### src/rtl/roc_auc_pkg.sv
// Package for the ROC AUC trapezoid accumulator: fixed widths, limits,
// state machine types and control structs. No dependencies.
`timescale 1ns / 1ps

package roc_auc_pkg;

	localparam int FRAC_BITS  = 24;
	localparam int COUNT_BITS = 32;
	localparam int RATE_W     = FRAC_BITS + 1;        // rate in [0, 1.0]
	localparam int DEN_W      = COUNT_BITS + 1;       // tp+fn, fp+tn
	localparam int TRY_W      = DEN_W + 1;            // doubled remainder
	localparam int MUL_W      = RATE_W + 1;           // signed diff / rate sum
	localparam int PROD_W     = 2 * MUL_W;
	localparam int SUM_W      = 60;
	localparam int AREA_W     = 25;
	localparam int MAG_W      = SUM_W - FRAC_BITS - 1;
	localparam int QCNT_W     = $clog2(RATE_W);
	localparam int MCNT_W     = $clog2(MUL_W);
	localparam int IN_DATA_W  = 4 * COUNT_BITS;
	localparam int OUT_DATA_W = ((AREA_W + 7) / 8) * 8;

	localparam logic [RATE_W-1:0] ONE_FIX = RATE_W'(1) << FRAC_BITS;
	localparam logic [SUM_W-1:0]  SUM_MAX = {1'b0, {(SUM_W-1){1'b1}}};
	localparam logic [SUM_W-1:0]  SUM_MIN = {1'b1, {(SUM_W-1){1'b0}}};

	typedef enum logic [1:0] {
		D_IDLE,
		D_RUN,
		D_DONE
	} div_state_t;

	typedef enum logic [1:0] {
		M_IDLE,
		M_RUN,
		M_ACC,
		M_OUT
	} mul_state_t;

	typedef struct packed {
		logic ready;
		logic step;
		logic handoff;
	} div_ctrl_t;

	typedef struct packed {
		logic step;
		logic acc_en;
		logic out_load;
	} mul_ctrl_t;

endpackage

### src/rtl/roc_auc_trapezoid_accumulator_core.sv
// ROC AUC trapezoid accumulator: two bit-serial rate dividers and a
// bit-serial shift-add multiplier feeding a saturating area sum.
// Depends on roc_auc_pkg.
`timescale 1ns / 1ps

// Overlap: the dividers accept an item, then produce its 25 quotient bits one per
//   cycle and hand off, but the handoff waits for the serial multiply of the
//   previous item (shift-add over all 26 multiplier bits, an accumulate, a return
//   to idle), which overlaps the division of the next item.
// Result: the last item of a run goes through the dividers, the multiplier and the
//   accumulate to M_OUT, which loads m_tvalid; a held result delays the next handoff.
// Reset (arst_n low, asynchronous): run state, area sum and output valid
//   clear; the divider state returns to idle, so s_tready is high out of reset.
module roc_auc_trapezoid_accumulator_core (
	input  logic                                clk,
	input  logic                                arst_n,
	input  logic                                s_tvalid,
	output logic                                s_tready,
	// true_pos[31:0], false_pos[63:32], true_neg[95:64], false_neg[127:96]
	input  logic [roc_auc_pkg::IN_DATA_W-1:0]   s_tdata,
	input  logic                                s_tlast,
	output logic                                m_tvalid,
	input  logic                                m_tready,
	// area[24:0], zero pad [31:25]
	output logic [roc_auc_pkg::OUT_DATA_W-1:0]  m_tdata
);

	localparam int CB = roc_auc_pkg::COUNT_BITS;
	localparam int RW = roc_auc_pkg::RATE_W;
	localparam int DW = roc_auc_pkg::DEN_W;
	localparam int TW = roc_auc_pkg::TRY_W;
	localparam int MW = roc_auc_pkg::MUL_W;
	localparam int PW = roc_auc_pkg::PROD_W;
	localparam int SW = roc_auc_pkg::SUM_W;
	localparam int AW = roc_auc_pkg::AREA_W;
	localparam int GW = roc_auc_pkg::MAG_W;

	roc_auc_pkg::div_state_t d_state_q, d_state_nxt;
	roc_auc_pkg::mul_state_t m_state_q, m_state_nxt;
	roc_auc_pkg::div_ctrl_t  dctl;
	roc_auc_pkg::mul_ctrl_t  mctl;

	logic                              accept;

	// divider state
	logic [DW-1:0]                     t_den_q, f_den_q;
	logic [DW-1:0]                     t_rem_q, f_rem_q;
	logic [RW-1:0]                     t_quo_q, f_quo_q;
	logic                              t_zero_q, f_zero_q;
	logic                              last_q;
	logic [roc_auc_pkg::QCNT_W-1:0]    qcnt_q;
	logic [DW-1:0]                     t_rem_nxt, f_rem_nxt;
	logic                              t_bit, f_bit;

	// run state
	logic [RW-1:0]                     prev_tpr_q, prev_fpr_q;
	logic                              have_prev_q;
	logic [RW-1:0]                     tpr_fin, fpr_fin;
	logic [MW-1:0]                     dfpr, stpr;

	// multiplier / accumulator
	logic [MW-1:0]                     mcand_q, mplier_q;
	logic [PW-1:0]                     prod_q;
	logic [roc_auc_pkg::MCNT_W-1:0]    mcnt_q;
	logic                              mul_last_q;
	logic [SW-1:0]                     sum_q;
	logic [SW:0]                       sum_ext;
	logic [SW-1:0]                     sum_sat;
	logic [SW-1:0]                     mag;
	logic [GW-1:0]                     mag_sh;
	logic [AW-1:0]                     area_nxt;
	logic [AW-1:0]                     area_q;
	logic                              out_valid_q;

	// one restoring step: first step compares num itself, later ones 2r
	function automatic logic [DW:0] rdiv_step(input logic [DW-1:0] rem,
			input logic [DW-1:0] den, input logic first);
		logic [TW-1:0] try_v;
		logic [TW-1:0] diff_v;
		logic          ge;
		try_v  = first ? {1'b0, rem} : {rem, 1'b0};
		ge     = (try_v >= {1'b0, den});
		diff_v = try_v - {1'b0, den};
		return ge ? {1'b1, diff_v[DW-1:0]} : {1'b0, try_v[DW-1:0]};
	endfunction

	// ---------------- state machines ----------------
	always_comb begin
		d_state_nxt = d_state_q;
		case (d_state_q)
			roc_auc_pkg::D_IDLE: begin
				if (accept) d_state_nxt = roc_auc_pkg::D_RUN;
			end
			roc_auc_pkg::D_RUN: begin
				if (qcnt_q == roc_auc_pkg::QCNT_W'(RW - 1)) d_state_nxt = roc_auc_pkg::D_DONE;
			end
			roc_auc_pkg::D_DONE: begin
				if (m_state_q == roc_auc_pkg::M_IDLE) d_state_nxt = roc_auc_pkg::D_IDLE;
			end
			default: d_state_nxt = roc_auc_pkg::D_IDLE;
		endcase
	end

	always_comb begin
		dctl.ready   = (d_state_q == roc_auc_pkg::D_IDLE);
		dctl.step    = (d_state_q == roc_auc_pkg::D_RUN);
		dctl.handoff = (d_state_q == roc_auc_pkg::D_DONE) && (m_state_q == roc_auc_pkg::M_IDLE);
	end

	always_comb begin
		m_state_nxt = m_state_q;
		case (m_state_q)
			roc_auc_pkg::M_IDLE: begin
				if (dctl.handoff) m_state_nxt = roc_auc_pkg::M_RUN;
			end
			roc_auc_pkg::M_RUN: begin
				if (mcnt_q == roc_auc_pkg::MCNT_W'(MW - 1)) m_state_nxt = roc_auc_pkg::M_ACC;
			end
			roc_auc_pkg::M_ACC: begin
				m_state_nxt = mul_last_q ? roc_auc_pkg::M_OUT : roc_auc_pkg::M_IDLE;
			end
			roc_auc_pkg::M_OUT: begin
				if (mctl.out_load) m_state_nxt = roc_auc_pkg::M_IDLE;
			end
			default: m_state_nxt = roc_auc_pkg::M_IDLE;
		endcase
	end

	always_comb begin
		mctl.step     = (m_state_q == roc_auc_pkg::M_RUN);
		mctl.acc_en   = (m_state_q == roc_auc_pkg::M_ACC);
		mctl.out_load = (m_state_q == roc_auc_pkg::M_OUT) && (!out_valid_q || m_tready);
	end

	assign s_tready = dctl.ready;
	assign accept   = s_tvalid && dctl.ready;

	// ---------------- datapath comb ----------------
	always_comb begin
		logic first;
		first = (qcnt_q == '0);
		{t_bit, t_rem_nxt} = rdiv_step(t_rem_q, t_den_q, first);
		{f_bit, f_rem_nxt} = rdiv_step(f_rem_q, f_den_q, first);
	end

	assign tpr_fin = t_zero_q ? roc_auc_pkg::ONE_FIX : t_quo_q;
	assign fpr_fin = f_zero_q ? '0 : f_quo_q;
	assign dfpr    = have_prev_q ? ({1'b0, fpr_fin} - {1'b0, prev_fpr_q}) : '0;
	assign stpr    = {1'b0, tpr_fin} + {1'b0, prev_tpr_q};

	assign sum_ext = {sum_q[SW-1], sum_q} + {{(SW + 1 - PW){prod_q[PW-1]}}, prod_q};
	always_comb begin
		if (sum_ext[SW] != sum_ext[SW-1])
			sum_sat = sum_ext[SW] ? roc_auc_pkg::SUM_MIN : roc_auc_pkg::SUM_MAX;
		else
			sum_sat = sum_ext[SW-1:0];
	end

	assign mag    = sum_q[SW-1] ? (~sum_q + SW'(1)) : sum_q;
	assign mag_sh = mag[SW-1:roc_auc_pkg::FRAC_BITS+1];
	assign area_nxt = (mag_sh > GW'(roc_auc_pkg::ONE_FIX)) ? AW'(roc_auc_pkg::ONE_FIX)
		: mag_sh[AW-1:0];

	// ---------------- control registers ----------------
	always_ff @(posedge clk or negedge arst_n) begin
		if (!arst_n) begin
			d_state_q   <= roc_auc_pkg::D_IDLE;
			m_state_q   <= roc_auc_pkg::M_IDLE;
			qcnt_q      <= '0;
			mcnt_q      <= '0;
			have_prev_q <= 1'b0;
			prev_tpr_q  <= '0;
			prev_fpr_q  <= '0;
			sum_q       <= '0;
			out_valid_q <= 1'b0;
		end else begin
			d_state_q <= d_state_nxt;
			m_state_q <= m_state_nxt;
			if (accept)
				qcnt_q <= '0;
			else if (dctl.step)
				qcnt_q <= qcnt_q + roc_auc_pkg::QCNT_W'(1);
			if (dctl.handoff) begin
				mcnt_q      <= '0;
				have_prev_q <= !last_q;
				prev_tpr_q  <= last_q ? '0 : tpr_fin;
				prev_fpr_q  <= last_q ? '0 : fpr_fin;
			end else if (mctl.step) begin
				mcnt_q <= mcnt_q + roc_auc_pkg::MCNT_W'(1);
			end
			if (mctl.acc_en)
				sum_q <= sum_sat;
			else if (mctl.out_load)
				sum_q <= '0;
			if (mctl.out_load)
				out_valid_q <= 1'b1;
			else if (m_tready)
				out_valid_q <= 1'b0;
		end
	end

	// ---------------- payload registers ----------------
	always_ff @(posedge clk) begin
		if (accept) begin
			t_den_q  <= {1'b0, s_tdata[CB-1:0]} + {1'b0, s_tdata[4*CB-1:3*CB]};
			f_den_q  <= {1'b0, s_tdata[2*CB-1:CB]} + {1'b0, s_tdata[3*CB-1:2*CB]};
			t_rem_q  <= {1'b0, s_tdata[CB-1:0]};
			f_rem_q  <= {1'b0, s_tdata[2*CB-1:CB]};
			t_zero_q <= (s_tdata[CB-1:0] == '0) && (s_tdata[4*CB-1:3*CB] == '0);
			f_zero_q <= (s_tdata[2*CB-1:CB] == '0) && (s_tdata[3*CB-1:2*CB] == '0);
			last_q   <= s_tlast;
		end else if (dctl.step) begin
			t_rem_q <= t_rem_nxt;
			f_rem_q <= f_rem_nxt;
			t_quo_q <= {t_quo_q[RW-2:0], t_bit};
			f_quo_q <= {f_quo_q[RW-2:0], f_bit};
		end
		if (dctl.handoff) begin
			mcand_q    <= dfpr;
			mplier_q   <= stpr;
			prod_q     <= '0;
			mul_last_q <= last_q;
		end else if (mctl.step) begin
			// MSB-first shift-add, one multiplier bit per cycle
			prod_q   <= {prod_q[PW-2:0], 1'b0}
				+ (mplier_q[MW-1] ? {{(PW - MW){mcand_q[MW-1]}}, mcand_q} : '0);
			mplier_q <= {mplier_q[MW-2:0], 1'b0};
		end
		if (mctl.out_load)
			area_q <= area_nxt;
	end

	assign m_tvalid = out_valid_q;
	assign m_tdata  = {{(roc_auc_pkg::OUT_DATA_W - AW){1'b0}}, area_q};

	// ---------------- assertions ----------------
	a_area_max: assert property (@(posedge clk) disable iff (!arst_n)
		m_tvalid |-> (m_tdata[AW-1:0] <= AW'(roc_auc_pkg::ONE_FIX)))
		else $error("area above 1.0");

	a_busy_after_accept: assert property (@(posedge clk) disable iff (!arst_n)
		accept |=> !s_tready)
		else $error("divider ready right after accept");

	a_run_cleared: assert property (@(posedge clk) disable iff (!arst_n)
		(dctl.handoff && last_q) |=> !have_prev_q)
		else $error("run state not cleared on last item");

	a_out_only_last: assert property (@(posedge clk) disable iff (!arst_n)
		(m_state_q == roc_auc_pkg::M_OUT) |-> mul_last_q)
		else $error("result stage entered for a non-last item");

endmodule

### config.mk
export PLATFORM = sky130hd
export DESIGN_NAME = roc_auc_trapezoid_accumulator_core
export DESIGN_NICKNAME = d
export VERILOG_FILES = /design/src/rtl/roc_auc_pkg.sv /design/src/rtl/roc_auc_trapezoid_accumulator_core.sv
export SDC_FILE = /design/constraint.sdc
export NUM_CORES = 1
export LEC_CHECK = 0
export ABC_AREA = 1
export BUFFER_PORTS_ARGS = -buffer_cell sky130_fd_sc_hd__buf_2
export CAP_MARGIN = 5
export CORE_ASPECT_RATIO = 1.5
export CORE_UTILIZATION = 30
export DETAILED_ROUTE_END_ITERATION = 10
export PLACE_DENSITY = 0.43
export SETUP_SLACK_MARGIN = 0.02
export SLEW_MARGIN = 30
export SYNTH_ARGS = -nofsm -noshare
export SYNTH_HDL_FRONTEND = slang
export SYNTH_SLANG_ARGS = --single-unit
### constraint.sdc
create_clock -name clk -period 11.4 [get_ports clk]
set_input_delay 0.57 -clock clk [delete_from_list [all_inputs] [get_ports clk]]
set_output_delay 0.57 -clock clk [all_outputs]
set_load 0.05 [all_outputs]
==> flow_summary_export.csv, run 1 <==
group,metric,value,unit
global_route,overflow,0,
placed_design,dp_hpwl,113000,µm
clocking,clock_sinks,441,
setup_path,worst-r2r-cell-count,21,
global_route,grt_usage,21.3,%
final_layout,antennaDiodeCount,0,
routing,viasPerCell,4.91,
die,pin_count,167,
placed_design,place_congestion,0.926,
synthesis,async_flop_share,28.6,%
routing,drt_iter0_drc,1915,
global_route,grt_pass1_wl,214000,µm
die,rows,160,
clocking,cts_root_buf,"clkbuf_16",
clocking,clkLatencyLatePin,0.66,ns
sta,post-route-min-period,6.03,ns
setup_path,cp_data_required_time,11.80,ns
routing,antenna_left,0,
synthesis,ys_ff_latch,441,
sta,tightest_slew,1.10,ns
sta,hold_violations,0,
setup_path,end_kind,"register",
global_route,antenna_found_initial,0,
routing,num_vias,36700,
routing,drt-pass1-iter-count,5,
synthesis,synth_edf_count,261,
clocking,post_cts_buffers,0,
synthesis,seq_area_frac_synth,31.5,%
die,die_w,294,µm
final_layout,syn_to_final_growth,11.4,%
clocking,cts_buffer_depth,3,
setup_path,worstPathArrival,6.42,ns
die,core_area,127000,µm²
sta,finalCritPeriodShare,52.9,%
global_route,grt_max_degree,69,
routing,drt-total-wl,139000,µm
sta,slew_headroom,25.6,%
setup_path,startpoint,"qcnt_q[0]",
min_path,hp-start,"s_tlast",
die,die_area,129000,µm²
synthesis,syn_area,38400,µm²
clocking,clk_transition_reported_paths,0.06,ns
clocking,h-tree-depth,2,
routing,wl_per_cell,18.6,µm
synthesis,syn_avg_cell_area,6.84,µm²
setup_path,r2r_end,"t_rem_q[29]",
outcome,status,"completed",
setup_path,worstSetupPathType,"reg2reg",
global_route,global_route.usage.met3,1.62,%
min_path,worst_hold_path_type,"in2reg",
final_layout,layout.nets,6168,
routing,remaining_drc_errors,0,
min_path,holdPathEnd,"last_q",
synthesis,synth_area_leaders,"edfxtp_1 20%, nand2_1 15%, ha_1 9.6%",
placed_design,io_buffer_count,159,
final_layout,final_layout_size_suffix_gt1_share,6.34,%
clocking,cts_tree,"yes",
sta,max_freq,166,MHz
setup_path,cp-start-kind,"register",
sta,fin_setup_tns,0,ns
global_route,met2_usage,41.7,%
setup_path,critPathMaxFanout,58,
synthesis,synth.yosys.warnings,0,
min_path,hold_path_depth,1,
final_layout,filler_cell_count,14100,
global_route,use_met1,22.8,%
sta,setup_violations,0,
sta,rsz0062_at_grt,"no",
clocking,numCtsBuffers,50,
setup_path,reg2reg_slack,5.38,ns
global_route,grt.busiest_layer,"met2",
synthesis,synth.distinct_cells,57,
global_route,grt_pass1_vias,37900,
synthesis,synth_cells,5611,
die,initial_core_util,30.2,%
sta,drv_slew,0,
synthesis,synth_top_cell_area_share,20.4,%
synthesis,synth_ff_type,"edfxtp_1",
die,die_h,440,µm
sta,finClkSkew,0.0381,ns
synthesis,synth_most_common_cell,"nand2_1",
synthesis,yosys.area.top_type,"edfxtp_1",
synthesis,synth_common_cells,"1553 x nand2_1, 784 x inv_1, 535 x nor2_1",
setup_path,crit-reg2reg-launch,"qcnt_q[0]",
job,cap_viol_max_count,0,
[per-stage QoR]
| stage | setup slack [ns] | cells | hold WS (ns) | cell area (µm²) | utilization, % |
|---|---|---|---|---|---|
| final | 5.38 | 7476 | 0.0813 | 42700 | 33.7 |
| after global routing | 4.82 | 7476 | 0.0705 | 42700 | 33.7 |
| after CTS | 5.04 | 7476 | 0.0367 | 42700 | 33.7 |
| after detailed placement | 5.06 | 7381 | 0.433 | 41000 | 32.3 |
| after global placement | 5.23 | 7381 | 0.433 | 41000 | 32.3 |
| after floorplan | 6.53 | 5617 | 0.274 | 38400 | - |
[area by class of cell]
class / count / area (µm²) / share of cell area, %
multi-input cells: 4258 / 22800 / 53.4
flip-flops and latches: 441 / 12100 / 28.2
inverters: 798 / 3000 / 7.02
well taps: 1701 / 2130 / 4.98
clock buffers: 70 / 1430 / 3.35
repair buffers: 184 / 1000 / 2.34
clock inverters: 24 / 288 / 0.673
[worst max path at each step]
| stage | to | slack [ns] |
|---|---|---|
| after floorplan | f_rem_q[0] | 6.53 |
| after global placement | t_rem_q[29] | 5.23 |
| after detailed placement | t_rem_q[29] | 5.06 |
| after global routing | t_rem_q[29] | 4.82 |
| after CTS | t_rem_q[29] | 5.04 |
| final | t_rem_q[29] | 5.38 |
[placed cells by master (no fill, tap or decap), types with 39 or more instances in the layout]
| master | n |
|---|---|
| clkbuf_16 | 50 |
| ha_1 | 294 |
| nand4_1 | 69 |
| nand2_1 | 1552 |
| a21oi_1 | 383 |
| dfxtp_1 | 54 |
| xnor2_1 | 84 |
| nor3_1 | 56 |
| edfxtp_1 | 261 |
| nor4_1 | 56 |
| inv_1 | 781 |
| nor2_1 | 531 |
| xor2_1 | 107 |
| buf_2 | 158 |
| dfrtp_1 | 125 |
| nand3_1 | 337 |
| o21ai_0 | 350 |
| o21bai_1 | 72 |
| a31oi_1 | 39 |
[critical path: stages (launching register included)]
cell and delay, ns:
dfrtp_1 0.42, inv_1 0.07, ha_1 0.13, inv_1 0.04
nor2_1 0.17, nand3_2 0.51, clkinv_2 0.80, nand2_1 0.19
ha_1 0.27, fa_1 0.43, o21ai_2 0.23, a21oi_1 0.15
o21ai_2 0.22, nand2_1 0.10, o211ai_2 0.13, nand3_2 0.32
nand2_2 0.73, inv_2 0.43, nand2_1 0.15, nand2_1 0.06
nand2_1 0.05, nand2_1 0.06
[sequential cells by signal, summed over array words and instances, names as in the netlist, 2 cells and up]
register / count
t_rem_q: 33
t_den_q: 33
f_den_q: 33
d_state_q: 2
mcnt_q: 5
f_rem_q: 33
m_state_q: 2
t_quo_q: 25
mplier_q: 26
mcand_q: 26
prod_q: 52
area_q: 25
f_quo_q: 25
qcnt_q: 5
sum_q: 60
prev_tpr_q: 25
prev_fpr_q: 25
[routing by layer]
layer | share of wire [%] | routed length, µm
met1 | 39 | 54000
met2 | 53 | 74100
met3 | 2.5 | 3540
met4 | 5.2 | 7270
met5 | 0 | 0
[kinds of logic after synthesis]
family | synth area share (%)
buf+inv | 9.28
flops | 31.5
fa+ha+maj | 10.0
compound gates | 15.4
xor+xnor | 4.36
simple gates | 29.5
other cells | 0.00977
[what timing repair did]
| item | 4_1_cts | 5_1_grt |
|---|---|---|
| gates resized for setup | 0 | 0 |
| setup endpoints to repair | 0 | 0 |
| hold buffers | 1 | 0 |
| endpoints found under the hold margin | 54 | 0 |
Power of run 1 is not shown: default switching activity piles up to over one toggle a cycle in this logic, so the estimate is an artifact.
==> inputs of run 2 (changes only) <==
==> constraint.sdc (replaced) <==
create_clock -name clk -period 5.78 [get_ports clk]
set_input_delay 0.289 -clock clk [delete_from_list [all_inputs] [get_ports clk]]
set_output_delay 0.289 -clock clk [all_outputs]
set_load 0.05 [all_outputs]
==> run 2 against run 1 <==
  * Core utilization is 0.68 points higher
  * Non-clock buffer count is 70 higher
  * Die area stayed put
  * Clock-buffer cell count is 7 lower
  * Final cell count is 0.99% higher
  * Fmax is 29% higher
  * Register-to-register slack worse by 4.3 ns
  * Wire length is 0.21% higher
  * Global-route usage hardly changed
  * First-iteration DRC count is 11% lower
  * Highest routed layer unchanged
  * Largest cell class unchanged
  * Flip-flop and latch count stayed put
==> flow_summary_export.csv, run 2 (synthesis gave the netlist of run 1 again) <==
group,metric,value,unit
setup_path,end_kind,"register",
clocking,cts_root_buf,"clkbuf_16",
die,initial_core_util,30.2,%
global_route,grt_pass1_wl,215000,µm
placed_design,dp_hpwl,113000,µm
final_layout,post-route-util,34.4,%
final_layout,filler_cell_count,14100,
global_route,grt_pass1_vias,37900,
sta,rsz0062_at_grt,"no",
final_layout,design_area,43600,µm²
sta,slew_headroom,30.6,%
sta,fin_setup_tns,0,ns
placed_design,placed_cell_area,41100,µm²
final_layout,largest_reg_flops,60,
sta,setup_ws,1.12,ns
job,cap_viol_max_count,0,
outcome,status,"completed",
die,rows,160,
routing,viasPerCell,4.91,
die,die_w,294,µm
final_layout,antennaDiodeCount,0,
final_layout,layout.nets,6240,
final_layout,final_cell_mix,"1552 x nand2_1, 781 x inv_1, 531 x nor2_1",
die,die_h,440,µm
min_path,worst_hold_path_type,"in2reg",
clocking,clk_transition_reported_paths,0.07,ns
placed_design,io_buffer_count,159,
sta,hold_violations,0,
routing,drt_iter0_drc,1699,
routing,drt-total-wl,139000,µm
die,core_area,127000,µm²
setup_path,cp-start-kind,"register",
setup_path,cp_data_required_time,6.27,ns
clocking,h-tree-depth,2,
setup_path,worstSetupPathType,"reg2reg",
sta,finalCritPeriodShare,80.6,%
final_layout,top_regs,"sum_q x60, prod_q x52",
sta,setup_violations,0,
setup_path,worstPathArrival,5.15,ns
routing,drt-pass1-iter-count,5,
routing,antenna_left,0,
placed_design,place_congestion,0.947,
sta,drv_slew,0,
clocking,cts_tree,"yes",
clocking,cts_buffer_depth,3,
global_route,grt_max_degree,79,
final_layout,final_layout_size_suffix_gt1_share,6.50,%
setup_path,critPathMaxFanout,38,
final_layout,final_common_cell,"nand2_1",
routing,num_vias,37100,
sta,max_freq,215,MHz
sta,tightest_slew,1.03,ns
global_route,antenna_found_initial,0,
final_layout,largest_register,"sum_q",
sta,finClkSkew,0.0206,ns
die,pin_count,167,
placed_design,dpl_worst_slack,1.17,ns
die,die_area,129000,µm²
routing,remaining_drc_errors,0,
clocking,numCtsBuffers,52,
clocking,clock_sinks,441,
global_route,overflow,0,
clocking,clkLatencyLatePin,0.63,ns
sta,post-route-min-period,4.66,ns
setup_path,reg2reg_slack,1.12,ns
final_layout,syn_to_final_growth,13.6,%
global_route,grt_usage,21.4,%
routing,wl_per_cell,18.4,µm
-- run 2: worst paths after layout --
kind,from,cells after the start,to
max in group asynchronous,arst_n,3,prev_fpr_q[24]
hold reg to reg,t_quo_q[2],0,t_quo_q[3]
hold / removal,s_tdata[0],3,t_rem_q[0]
min in group asynchronous,arst_n,2,prev_tpr_q[10]
setup reg to reg,qcnt_q[0],20,f_rem_q[29]
setup / recovery,qcnt_q[0],20,f_rem_q[29]
-- run 2: layer usage --
| metal | share of wire (%) | GRT usage (%) |
|---|---|---|
| met1 | 39 | 22.7 |
| met2 | 54 | 41.9 |
| met3 | 2.6 | 1.54 |
| met5 | 0 | 0 |
| met4 | 5.1 | 10.3 |
-- run 2: cell type report --
cell class	count	area (µm²)	area share, %
Clock inverter	35	455	1.04
Multi-Input combinational cell	4258	22800	52.4
Clock buffer	63	1450	3.31
Sequential cell	441	12100	27.7
Inverter	798	3000	6.88
Tap cell	1701	2130	4.88
Timing Repair Buffer	254	1670	3.84
-- run 2: critical path: stages, from the launching register on --
cell,delay [ns]
dfrtp_1,0.41
inv_1,0.07
ha_1,0.14
inv_1,0.04
nor2_1,0.15
nand3_2,0.12
buf_4,0.27
o21ai_0,0.31
inv_1,0.12
fa_1,0.46
o21ai_2,0.23
a21boi_1,0.16
o21bai_1,0.30
nand3_1,0.15
o211ai_1,0.16
nand2_2,0.29
nand2_4,0.47
inv_2,0.33
nand2_1,0.14
nand3_1,0.08
nand2_1,0.10
-- run 2: what timing repair did --
action / in CTS / in global routing
endpoints found under the hold margin: 103 / 0
setup buffers: 0 / 0
hold buffers: 63 / 0
gates resized for setup: 0 / 0
-- run 2: stage by stage --
stage	cells	hold slack [ns]
5_1_grt	7550	0.0462
3_3_place_gp	7389	0.291
2_1_floorplan	5617	-0.00659
3_5_place_dp	7389	0.289
6_report	7550	0.0747
4_1_cts	7550	0.000108
Power of run 2 is left out for the same reason.
